--- src/design/plm_pkg.sv ---
// Shared types and constants for the piecewise linear map unit.
// No dependencies; used by plm_div, plm_ctrl, plm_dp and the top level.
`timescale 1ns / 1ps

package plm_pkg;

  localparam int unsigned DataW     = 32;
  localparam int unsigned WordW     = 64;
  localparam int unsigned CountW    = 3;
  localparam int unsigned CfgIdxW   = 3;
  localparam int unsigned MinPoints = 2;
  localparam int unsigned DivSteps  = 32;
  localparam int unsigned DivCntW   = 5;

  // Register indices on the configuration channel
  localparam logic [CfgIdxW-1:0] CfgIdxCount     = 3'd0;
  localparam logic [CfgIdxW-1:0] CfgIdxFirstWord = 3'd1;

  typedef enum logic [4:0] {
    StIdle = 5'b00001,
    StScan = 5'b00010,
    StMul  = 5'b00100,
    StDiv  = 5'b01000,
    StDone = 5'b10000
  } state_e;

  typedef struct packed {
    logic load;      // capture sample, clear match record
    logic scan;      // evaluate one breakpoint
    logic first;     // breakpoint 0: no segment yet
    logic mul;       // form product, load divider
    logic div_step;  // one quotient bit
    logic out_load;  // register result
  } cmd_t;

  typedef struct packed {
    logic need_div;  // a segment of non-zero width matched
  } status_t;

endpackage

--- src/design/plm_div.sv ---
// Restoring divider, one quotient bit per cycle while step_i is high, 64-bit dividend by 32-bit divisor.
// Requires the upper dividend half below the divisor; depends on plm_pkg.
`timescale 1ns / 1ps

module plm_div (
  input  logic                                clk_i,
  input  logic                                load_i,
  input  logic                                step_i,
  input  logic [plm_pkg::WordW-1:0]           dividend_i,
  input  logic [plm_pkg::DataW-1:0]           divisor_i,
  output logic [plm_pkg::DataW-1:0]           quotient_o
);

  logic [plm_pkg::DataW-1:0] rem_q, rem_d;
  logic [plm_pkg::DataW-1:0] low_q, low_d;
  logic [plm_pkg::DataW-1:0] dvs_q;
  logic [plm_pkg::DataW:0]   shifted;
  logic [plm_pkg::DataW:0]   diff;
  logic                      ge;

  always_comb begin
    shifted = {rem_q, low_q[plm_pkg::DataW-1]};
    diff    = shifted - {1'b0, dvs_q};
    ge      = (shifted >= {1'b0, dvs_q});
    rem_d   = ge ? diff[plm_pkg::DataW-1:0] : shifted[plm_pkg::DataW-1:0];
    low_d   = {low_q[plm_pkg::DataW-2:0], ge};
  end

  always_ff @(posedge clk_i) begin
    if (load_i) begin
      rem_q <= dividend_i[plm_pkg::WordW-1:plm_pkg::DataW];
      low_q <= dividend_i[plm_pkg::DataW-1:0];
      dvs_q <= divisor_i;
    end else if (step_i) begin
      rem_q <= rem_d;
      low_q <= low_d;
    end
  end

  assign quotient_o = low_q;

endmodule

--- src/design/plm_ctrl.sv ---
// Sequencer for the piecewise linear map: scan, multiply, divide, deliver.
// Drives plm_dp through plm_pkg::cmd_t; depends on plm_pkg.
`timescale 1ns / 1ps

module plm_ctrl #(
  parameter int unsigned MAX_POINTS = 7
) (
  input  logic                                clk_i,
  input  logic                                rst_ni,
  input  logic                                start_i,
  input  logic [plm_pkg::CountW-1:0]          n_eff_i,
  input  plm_pkg::status_t                    status_i,
  output plm_pkg::cmd_t                       cmd_o,
  output logic [$clog2(MAX_POINTS)-1:0]       rd_idx_o,
  output logic                                busy_o,
  output logic                                valid_o
);

  localparam int unsigned IdxW = $clog2(MAX_POINTS);

  plm_pkg::state_e                state_q, state_d;
  logic [IdxW-1:0]                k_q, k_d;
  logic [plm_pkg::DivCntW-1:0]    cnt_q, cnt_d;
  logic                           valid_q;
  logic                           last_pt;

  assign last_pt = ({{(plm_pkg::CountW-IdxW){1'b0}}, k_q} == (n_eff_i - 3'd1));

  always_comb begin
    state_d = state_q;
    k_d     = k_q;
    cnt_d   = cnt_q;
    cmd_o   = '0;
    unique case (state_q)
      plm_pkg::StIdle: begin
        if (start_i) begin
          cmd_o.load = 1'b1;
          k_d        = '0;
          if (n_eff_i >= plm_pkg::CountW'(plm_pkg::MinPoints)) begin
            state_d = plm_pkg::StScan;
          end else begin
            state_d = plm_pkg::StDone;
          end
        end
      end
      plm_pkg::StScan: begin
        cmd_o.scan  = 1'b1;
        cmd_o.first = (k_q == '0);
        if (last_pt) begin
          state_d = plm_pkg::StMul;
        end else begin
          k_d = k_q + IdxW'(1);
        end
      end
      plm_pkg::StMul: begin
        cmd_o.mul = 1'b1;
        cnt_d     = '0;
        state_d   = status_i.need_div ? plm_pkg::StDiv : plm_pkg::StDone;
      end
      plm_pkg::StDiv: begin
        cmd_o.div_step = 1'b1;
        if (cnt_q == plm_pkg::DivCntW'(plm_pkg::DivSteps - 1)) begin
          state_d = plm_pkg::StDone;
        end else begin
          cnt_d = cnt_q + plm_pkg::DivCntW'(1);
        end
      end
      plm_pkg::StDone: begin
        cmd_o.out_load = 1'b1;
        state_d        = plm_pkg::StIdle;
      end
      default: begin
        state_d = plm_pkg::StIdle;
      end
    endcase
  end

  always_ff @(posedge clk_i or negedge rst_ni) begin
    if (!rst_ni) begin
      state_q <= plm_pkg::StIdle;
      k_q     <= '0;
      cnt_q   <= '0;
      valid_q <= 1'b0;
    end else begin
      state_q <= state_d;
      k_q     <= k_d;
      cnt_q   <= cnt_d;
      valid_q <= cmd_o.out_load;
    end
  end

  assign rd_idx_o = k_q;
  assign busy_o   = (state_q != plm_pkg::StIdle);
  assign valid_o  = valid_q;

endmodule

--- src/design/plm_dp.sv ---
// Datapath: breakpoint registers, segment match, multiplier, divider and result.
// Instantiates plm_div; depends on plm_pkg.
`timescale 1ns / 1ps

module plm_dp #(
  parameter int unsigned MAX_POINTS = 7
) (
  input  logic                                clk_i,
  input  logic                                rst_ni,
  input  logic                                cfg_we_i,
  input  logic [plm_pkg::CfgIdxW-1:0]         cfg_index_i,
  input  logic [plm_pkg::WordW-1:0]           cfg_data_i,
  input  logic signed [plm_pkg::DataW-1:0]    sample_i,
  input  plm_pkg::cmd_t                       cmd_i,
  input  logic [$clog2(MAX_POINTS)-1:0]       rd_idx_i,
  output logic [plm_pkg::CountW-1:0]          n_eff_o,
  output plm_pkg::status_t                    status_o,
  output logic signed [plm_pkg::DataW-1:0]    mapped_o,
  output logic                                segment_hit_o
);

  localparam int unsigned IdxW = $clog2(MAX_POINTS);
  localparam int unsigned DW   = plm_pkg::DataW;

  logic [plm_pkg::CountW-1:0]   count_q;
  logic [plm_pkg::WordW-1:0]    word_q [MAX_POINTS];
  logic [plm_pkg::CfgIdxW-1:0]  widx;
  logic                         wsel;

  logic signed [DW-1:0] x_q, prev_in_q, prev_out_q, o0_q;
  logic [DW-1:0]        dx_q, width_q, mag_q;
  logic                 neg_q, zero_q, hit_q;
  logic signed [DW-1:0] mapped_q;
  logic                 seg_hit_q;

  logic [plm_pkg::WordW-1:0] cur_word;
  logic signed [DW-1:0]      cur_in, cur_out;
  logic                      match;
  logic signed [DW:0]        dout;
  logic [DW:0]               dout_abs;
  logic [plm_pkg::WordW-1:0] prod;
  logic [DW-1:0]             quot;
  logic signed [DW-1:0]      interp;

  // Configuration writes
  assign widx = cfg_index_i - plm_pkg::CfgIdxFirstWord;
  assign wsel = (cfg_index_i != plm_pkg::CfgIdxCount) &&
                ({1'b0, widx} < (plm_pkg::CfgIdxW + 1)'(MAX_POINTS));

  always_ff @(posedge clk_i or negedge rst_ni) begin
    if (!rst_ni) begin
      count_q <= '0;
      for (int i = 0; i < int'(MAX_POINTS); i++) begin
        word_q[i] <= '0;
      end
    end else if (cfg_we_i) begin
      if (cfg_index_i == plm_pkg::CfgIdxCount) begin
        count_q <= cfg_data_i[plm_pkg::CountW-1:0];
      end else if (wsel) begin
        word_q[widx[IdxW-1:0]] <= cfg_data_i;
      end
    end
  end

  assign n_eff_o = (count_q > plm_pkg::CountW'(MAX_POINTS)) ?
                   plm_pkg::CountW'(MAX_POINTS) : count_q;

  // Segment evaluation against the previous breakpoint
  assign cur_word = word_q[rd_idx_i];
  assign cur_in   = cur_word[plm_pkg::WordW-1:DW];
  assign cur_out  = cur_word[DW-1:0];
  assign match    = (x_q >= prev_in_q) && (x_q <= cur_in);
  assign dout     = {cur_out[DW-1], cur_out} - {prev_out_q[DW-1], prev_out_q};
  assign dout_abs = dout[DW] ? (-dout) : dout;

  always_ff @(posedge clk_i or negedge rst_ni) begin
    if (!rst_ni) begin
      hit_q <= 1'b0;
    end else if (cmd_i.load) begin
      hit_q <= 1'b0;
    end else if (cmd_i.scan && !cmd_i.first && match) begin
      hit_q <= 1'b1;
    end
  end

  always_ff @(posedge clk_i) begin
    if (cmd_i.load) begin
      x_q <= sample_i;
    end
    if (cmd_i.scan) begin
      prev_in_q  <= cur_in;
      prev_out_q <= cur_out;
      // the last matching segment wins
      if (!cmd_i.first && match) begin
        o0_q    <= prev_out_q;
        dx_q    <= x_q - prev_in_q;
        width_q <= cur_in - prev_in_q;
        zero_q  <= (cur_in == prev_in_q);
        neg_q   <= dout[DW];
        mag_q   <= dout_abs[DW-1:0];
      end
    end
  end

  assign status_o.need_div = hit_q && !zero_q;

  // dx * |dout| / width; dx never exceeds width, so the quotient fits 32 bits
  assign prod = dx_q * mag_q;

  plm_div u_div (
    .clk_i      (clk_i),
    .load_i     (cmd_i.mul),
    .step_i     (cmd_i.div_step),
    .dividend_i (prod),
    .divisor_i  (width_q),
    .quotient_o (quot)
  );

  assign interp = neg_q ? (o0_q - quot) : (o0_q + quot);

  always_ff @(posedge clk_i) begin
    if (cmd_i.out_load) begin
      seg_hit_q <= hit_q;
      if (!hit_q) begin
        mapped_q <= x_q;
      end else if (zero_q) begin
        mapped_q <= o0_q;
      end else begin
        mapped_q <= interp;
      end
    end
  end

  assign mapped_o      = mapped_q;
  assign segment_hit_o = seg_hit_q;

endmodule

--- src/design/piecewise_linear_map_unit.sv ---
// Top level of the piecewise linear map unit.
// Instantiates plm_ctrl and plm_dp; depends on plm_pkg.
`timescale 1ns / 1ps

// Maps a signed Q16.16 sample through a breakpoint table of up to MAX_POINTS
// points: the last segment whose input span holds the sample interpolates the
// output, otherwise the sample passes through and segment_hit_o stays low.
//
// Request channel: a request is taken on a clock edge with start high and
// busy low; sample_i is captured there. busy stays high until the work ends.
// Result channel: result_valid_o pulses for one cycle with mapped_o and
// segment_hit_o; the receiver cannot stall it, so take it in that cycle.
// Configuration: cfg_valid_i/cfg_ready_o with cfg_index_i and cfg_data_i;
// index 0 is the point count, 1 to 7 the point words. cfg_ready_o is always
// high. Write only while the unit is idle.
//
// From the accepting edge the unit scans the table (one breakpoint read per
// cycle), forms the product, runs the one-bit-per-cycle divider and then
// registers the result together with the strobe. A match on a zero-width
// segment or a miss skips the divider, and a table under two points skips
// both the scan and the divider.
// The next request may be taken in the cycle the strobe is shown.
// Reset clears the sequencer, the point count and all point words.

module piecewise_linear_map_unit #(
  parameter int unsigned MAX_POINTS = 7
) (
  input  logic                                clk_i,
  input  logic                                rst_ni,
  input  logic                                start,
  output logic                                busy,
  input  logic signed [plm_pkg::DataW-1:0]    sample_i,
  input  logic                                cfg_valid_i,
  output logic                                cfg_ready_o,
  input  logic [plm_pkg::CfgIdxW-1:0]         cfg_index_i,
  input  logic [plm_pkg::WordW-1:0]           cfg_data_i,
  output logic                                result_valid_o,
  output logic signed [plm_pkg::DataW-1:0]    mapped_o,
  output logic                                segment_hit_o
);

  plm_pkg::cmd_t                    cmd;
  plm_pkg::status_t                 status;
  logic [$clog2(MAX_POINTS)-1:0]    rd_idx;
  logic [plm_pkg::CountW-1:0]       n_eff;

  // Register writes are always accepted
  assign cfg_ready_o = 1'b1;

  plm_ctrl #(
    .MAX_POINTS (MAX_POINTS)
  ) u_ctrl (
    .clk_i    (clk_i),
    .rst_ni   (rst_ni),
    .start_i  (start),
    .n_eff_i  (n_eff),
    .status_i (status),
    .cmd_o    (cmd),
    .rd_idx_o (rd_idx),
    .busy_o   (busy),
    .valid_o  (result_valid_o)
  );

  plm_dp #(
    .MAX_POINTS (MAX_POINTS)
  ) u_dp (
    .clk_i         (clk_i),
    .rst_ni        (rst_ni),
    .cfg_we_i      (cfg_valid_i && cfg_ready_o),
    .cfg_index_i   (cfg_index_i),
    .cfg_data_i    (cfg_data_i),
    .sample_i      (sample_i),
    .cmd_i         (cmd),
    .rd_idx_i      (rd_idx),
    .n_eff_o       (n_eff),
    .status_o      (status),
    .mapped_o      (mapped_o),
    .segment_hit_o (segment_hit_o)
  );

endmodule
--- config.mk ---
export PLATFORM = sky130hd
export DESIGN_NAME = piecewise_linear_map_unit
export DESIGN_NICKNAME = d
export VERILOG_FILES = /design/src/design/plm_pkg.sv /design/src/design/plm_div.sv /design/src/design/plm_ctrl.sv /design/src/design/plm_dp.sv /design/src/design/piecewise_linear_map_unit.sv
export SDC_FILE = /design/constraint.sdc
export NUM_CORES = 2
export LEC_CHECK = 0
export ABC_AREA = 1
export BUFFER_PORTS_ARGS = -buffer_cell sky130_fd_sc_hd__buf_2
export CAP_MARGIN = 20
export CELL_PAD_IN_SITES_DETAIL_PLACEMENT = 2
export CELL_PAD_IN_SITES_GLOBAL_PLACEMENT = 2
export CORE_MARGIN = 3
export CORE_UTILIZATION = 41
export CTS_BUF_LIST = sky130_fd_sc_hd__clkbuf_8
export DETAILED_ROUTE_END_ITERATION = 8
export PLACE_DENSITY_LB_ADDON = 0.05
export SLEW_MARGIN = 20
export SYNTH_ARGS = -nofsm -noshare
export SYNTH_HDL_FRONTEND = slang
export SYNTH_SLANG_ARGS = --single-unit
export TNS_END_PERCENT = 1
--- constraint.sdc ---
create_clock -name clk_i -period 11.9 [get_ports clk_i]
set_clock_uncertainty 0.1 [all_clocks]
set_input_delay 0.595 -clock clk_i [delete_from_list [all_inputs] [get_ports clk_i]]
set_output_delay 0.595 -clock clk_i [all_outputs]
set_load 0.005 [all_outputs]
==> flow_summary.json <==
{
  "syn_area_um2": 79200,
  "ios": 139,
  "grt_pass1_wl_um": 479000,
  "hold_class": "input port to async pin",
  "cp_max_fo": 18,
  "wl_met3_um": 11400,
  "finalMaxSlewViolations": 0,
  "synth_warnings": 0,
  "dieArea_um2": 199000,
  "largest_register": "u_dp.word_q",
  "die_height_um": 446,
  "layout_common_cells": "nand2_1 (2479), inv_1 (2119), o21ai_0 (927)",
  "setup_violations": 0,
  "grt_pass1_vias": 78697,
  "clk_pin_slew_worst_paths_ps": 70,
  "dr.pass1.iters": 5,
  "yosysSeqAreaShare_pct": 28.2,
  "syn_area_per_cell_um2": 8.01,
  "final.period_utilization_pct": 71.0,
  "place_area_um2": 82300,
  "drive_gt1_share_pct": 5.06,
  "vias_per_cell": 5.42,
  "endpoint_kind": "flop",
  "yosys.area.top_type": "fa_1",
  "p_per_area_nw_per_um2": 223,
  "track_usage_pct": 31.6,
  "peakVddDrop_mv": 0.232,
  "ant_nets": 0,
  "place_congestion": 0.928,
  "dpl_worst_slack_ps": 3410,
  "antenna_found_initial": 13,
  "grt_max_degree": 161,
  "crit_required_ps": 12430,
  "rows": 160,
  "largest_reg_flops": 448,
  "leakage_nw": 45.6,
  "setup_slack_ps": 3450,
  "crit_arrival_ps": 8980,
  "setup_tns_ps": 0,
  "wl_um": 313000,
  "met2_length_um": 159000,
  "area_delta_synth_final_pct": 9.02,
  "first_iter_violations": 3827,
  "ys_ff_latch": 821,
  "rsz0062_at_grt": "no",
  "drc": 0,
  "fmax_mhz": 118,
  "dpl.hpwl_um": 235000,
  "hold_viol_final": 0,
  "vias": 68302,
  "tritoncts": "yes",
  "die_w_um": 446,
  "overflow": 0,
  "cts.path.max_buffers": 3,
  "utilization_pct": 45.2,
  "root_buffer": "clkbuf_8",
  "outcome": "finished, final reports clean",
  "synth_top_area_share_pct": 22.8,
  "port-buffer-count": 137,
  "coreArea_um2": 191000,
  "path_class": "flop to flop",
  "cp-start-kind": "flop",
  "initial_utilization_pct": 41.4,
  "stdcell_area_um2": 86400,
  "post_cts_buffers": 0,
  "synth_area_leaders": "fa_1 (23%), dfrtp_1 (15%), edfxtp_1 (13%), nand2_1 (12%), inv_1 (9.8%)",
  "netlist_instances": 9889,
  "cts_buffers": 157,
  "cts_htree_levels": 4,
  "p_total_mw": 19.3,
  "maxCapViolations": 0,
  "worst_slew_pin_slew_ps": 1090,
  "clk_latency_ps": 940,
  "synthesis.nets": 11354,
  "yosys.cell_types.count": 56,
  "relSlewSlack_pct": 27.0,
  "post-route-min-period_ps": 8450,
  "final_common_cell": "nand2_1",
  "dr.max_layer_used": "met5",
  "wl_per_cell_um": 24.8,
  "clock-sinks": 821,
  "wl_met1_um": 127000,
  "nNetsFinal": 11428
}
-- layer usage --
layer / global-route usage, % / vias to the layer above
met3: 3.59 / 641
li1: - / 30532
met1: 38.2 / 35695
met4: 13.9 / 4
met2: 56.6 / 1430
met5: 0 / -
-- cells in the mapped netlist (all sizes together) --
master / number
or2: 10
ha: 461
nand4: 44
edfxtp: 355
o22a: 1
xor2: 114
a21boi: 8
nor4: 20
o221a: 1
fa: 901
a311oi: 1
o22ai: 66
o2111ai: 5
dfstp: 1
conb: 1
nor3: 50
a31oi: 57
a221o: 1
and2: 3
dfrtp: 465
nand2: 2495
a22o: 2
o21a: 12
nor2: 624
o211ai: 30
a31o: 2
clkbuf: 395
nand2b: 1
o31ai: 4
a221oi: 7
o21ai: 946
clkinv: 2
o211a: 1
nand3b: 14
o21bai: 21
o221ai: 5
inv: 2068
a21oi: 342
buf: 26
a21o: 19
xnor2: 83
nand3: 222
a211oi: 3
-- timing repair --
item | CTS | global route
hold buffers | 98 | 0
gates resized for setup | 0 | 0
hold endpoints to repair | 558 | 0
-- metrics by stage --
stage               instances  hold slack [ps]
floorplan                9889              199
global placement        12216              302
detailed placement      12217              305
CTS                     12593             95.8
global route            12598              131
finish                  12598              182
-- final cells by class --
class | count | area (um^2)
fillers | 21689 | 105000
multi-input cells | 6577 | 47600
diodes | 5 | 12.5
inverters | 2070 | 7780
repair buffers | 336 | 2460
clock buffers | 178 | 2450
flip-flops and latches | 821 | 22300
clock inverters | 100 | 576
well taps | 2511 | 3140
-- worst paths after layout --
kind / cells past startpoint / slack, ps / start / endpoint
hold reg to reg: 0 / 300 / u_dp.width_q[4]$_DFFE_PP_ / u_dp.u_div.dvs_q[4]$_DFFE_PP_
min in group clk_i: 3 / 190 / cfg_valid_i / u_dp.count_q[2]$_DFFE_PN0P_
hold / removal: 2 / 180 / rst_ni / u_dp.word_q[116]$_DFFE_PN0P_
max in group asynchronous: 4 / 9280 / rst_ni / u_dp.word_q[273]$_DFFE_PN0P_
setup / recovery: 22 / 3450 / u_dp.mag_q[4]$_DFFE_PP_ / u_dp.u_div.rem_q[9]$_DFFE_PP_
setup reg to reg: 22 / 3450 / u_dp.mag_q[4]$_DFFE_PP_ / u_dp.u_div.rem_q[9]$_DFFE_PP_
-- worst max-delay path: stages, from the launching register on --
cell and delay, ps:
edfxtp_1 780, buf_4 360, nand2_1 90, inv_1 100
fa_1 410, inv_1 80, fa_1 430, fa_1 480
fa_1 550, inv_1 50, fa_1 480, fa_1 580
fa_1 430, fa_1 550, ha_1 400, a21oi_1 330
o21ai_0 330, a21oi_1 270, nand3_1 340, nand3_1 210
o21ai_0 130, o21ai_0 560, nand2_1 130
-- logic make-up (layout without fill, tap and decap cells) --
family | after synthesis | after routing | share of synthesized area [%]
simple gates | 3483 | 3483 | 17.4
buf+inv | 2491 | 2684 | 11.8
compound gates | 1534 | 1534 | 10.3
fa+ha+maj | 1362 | 1362 | 30.1
flops | 821 | 821 | 28.2
xor+xnor | 197 | 197 | 2.22
other cells | 1 | 6 | 0.00473
-- power by group --
group          internal, mW  total [mW]  switching [mW]
sequential             3.75        4.12           0.366
combinational          3.77        12.3            8.55
clock                  1.44        2.83            1.39
total                  8.96        19.3            10.3
No activity file was read; power rests on OpenSTA's default activity.
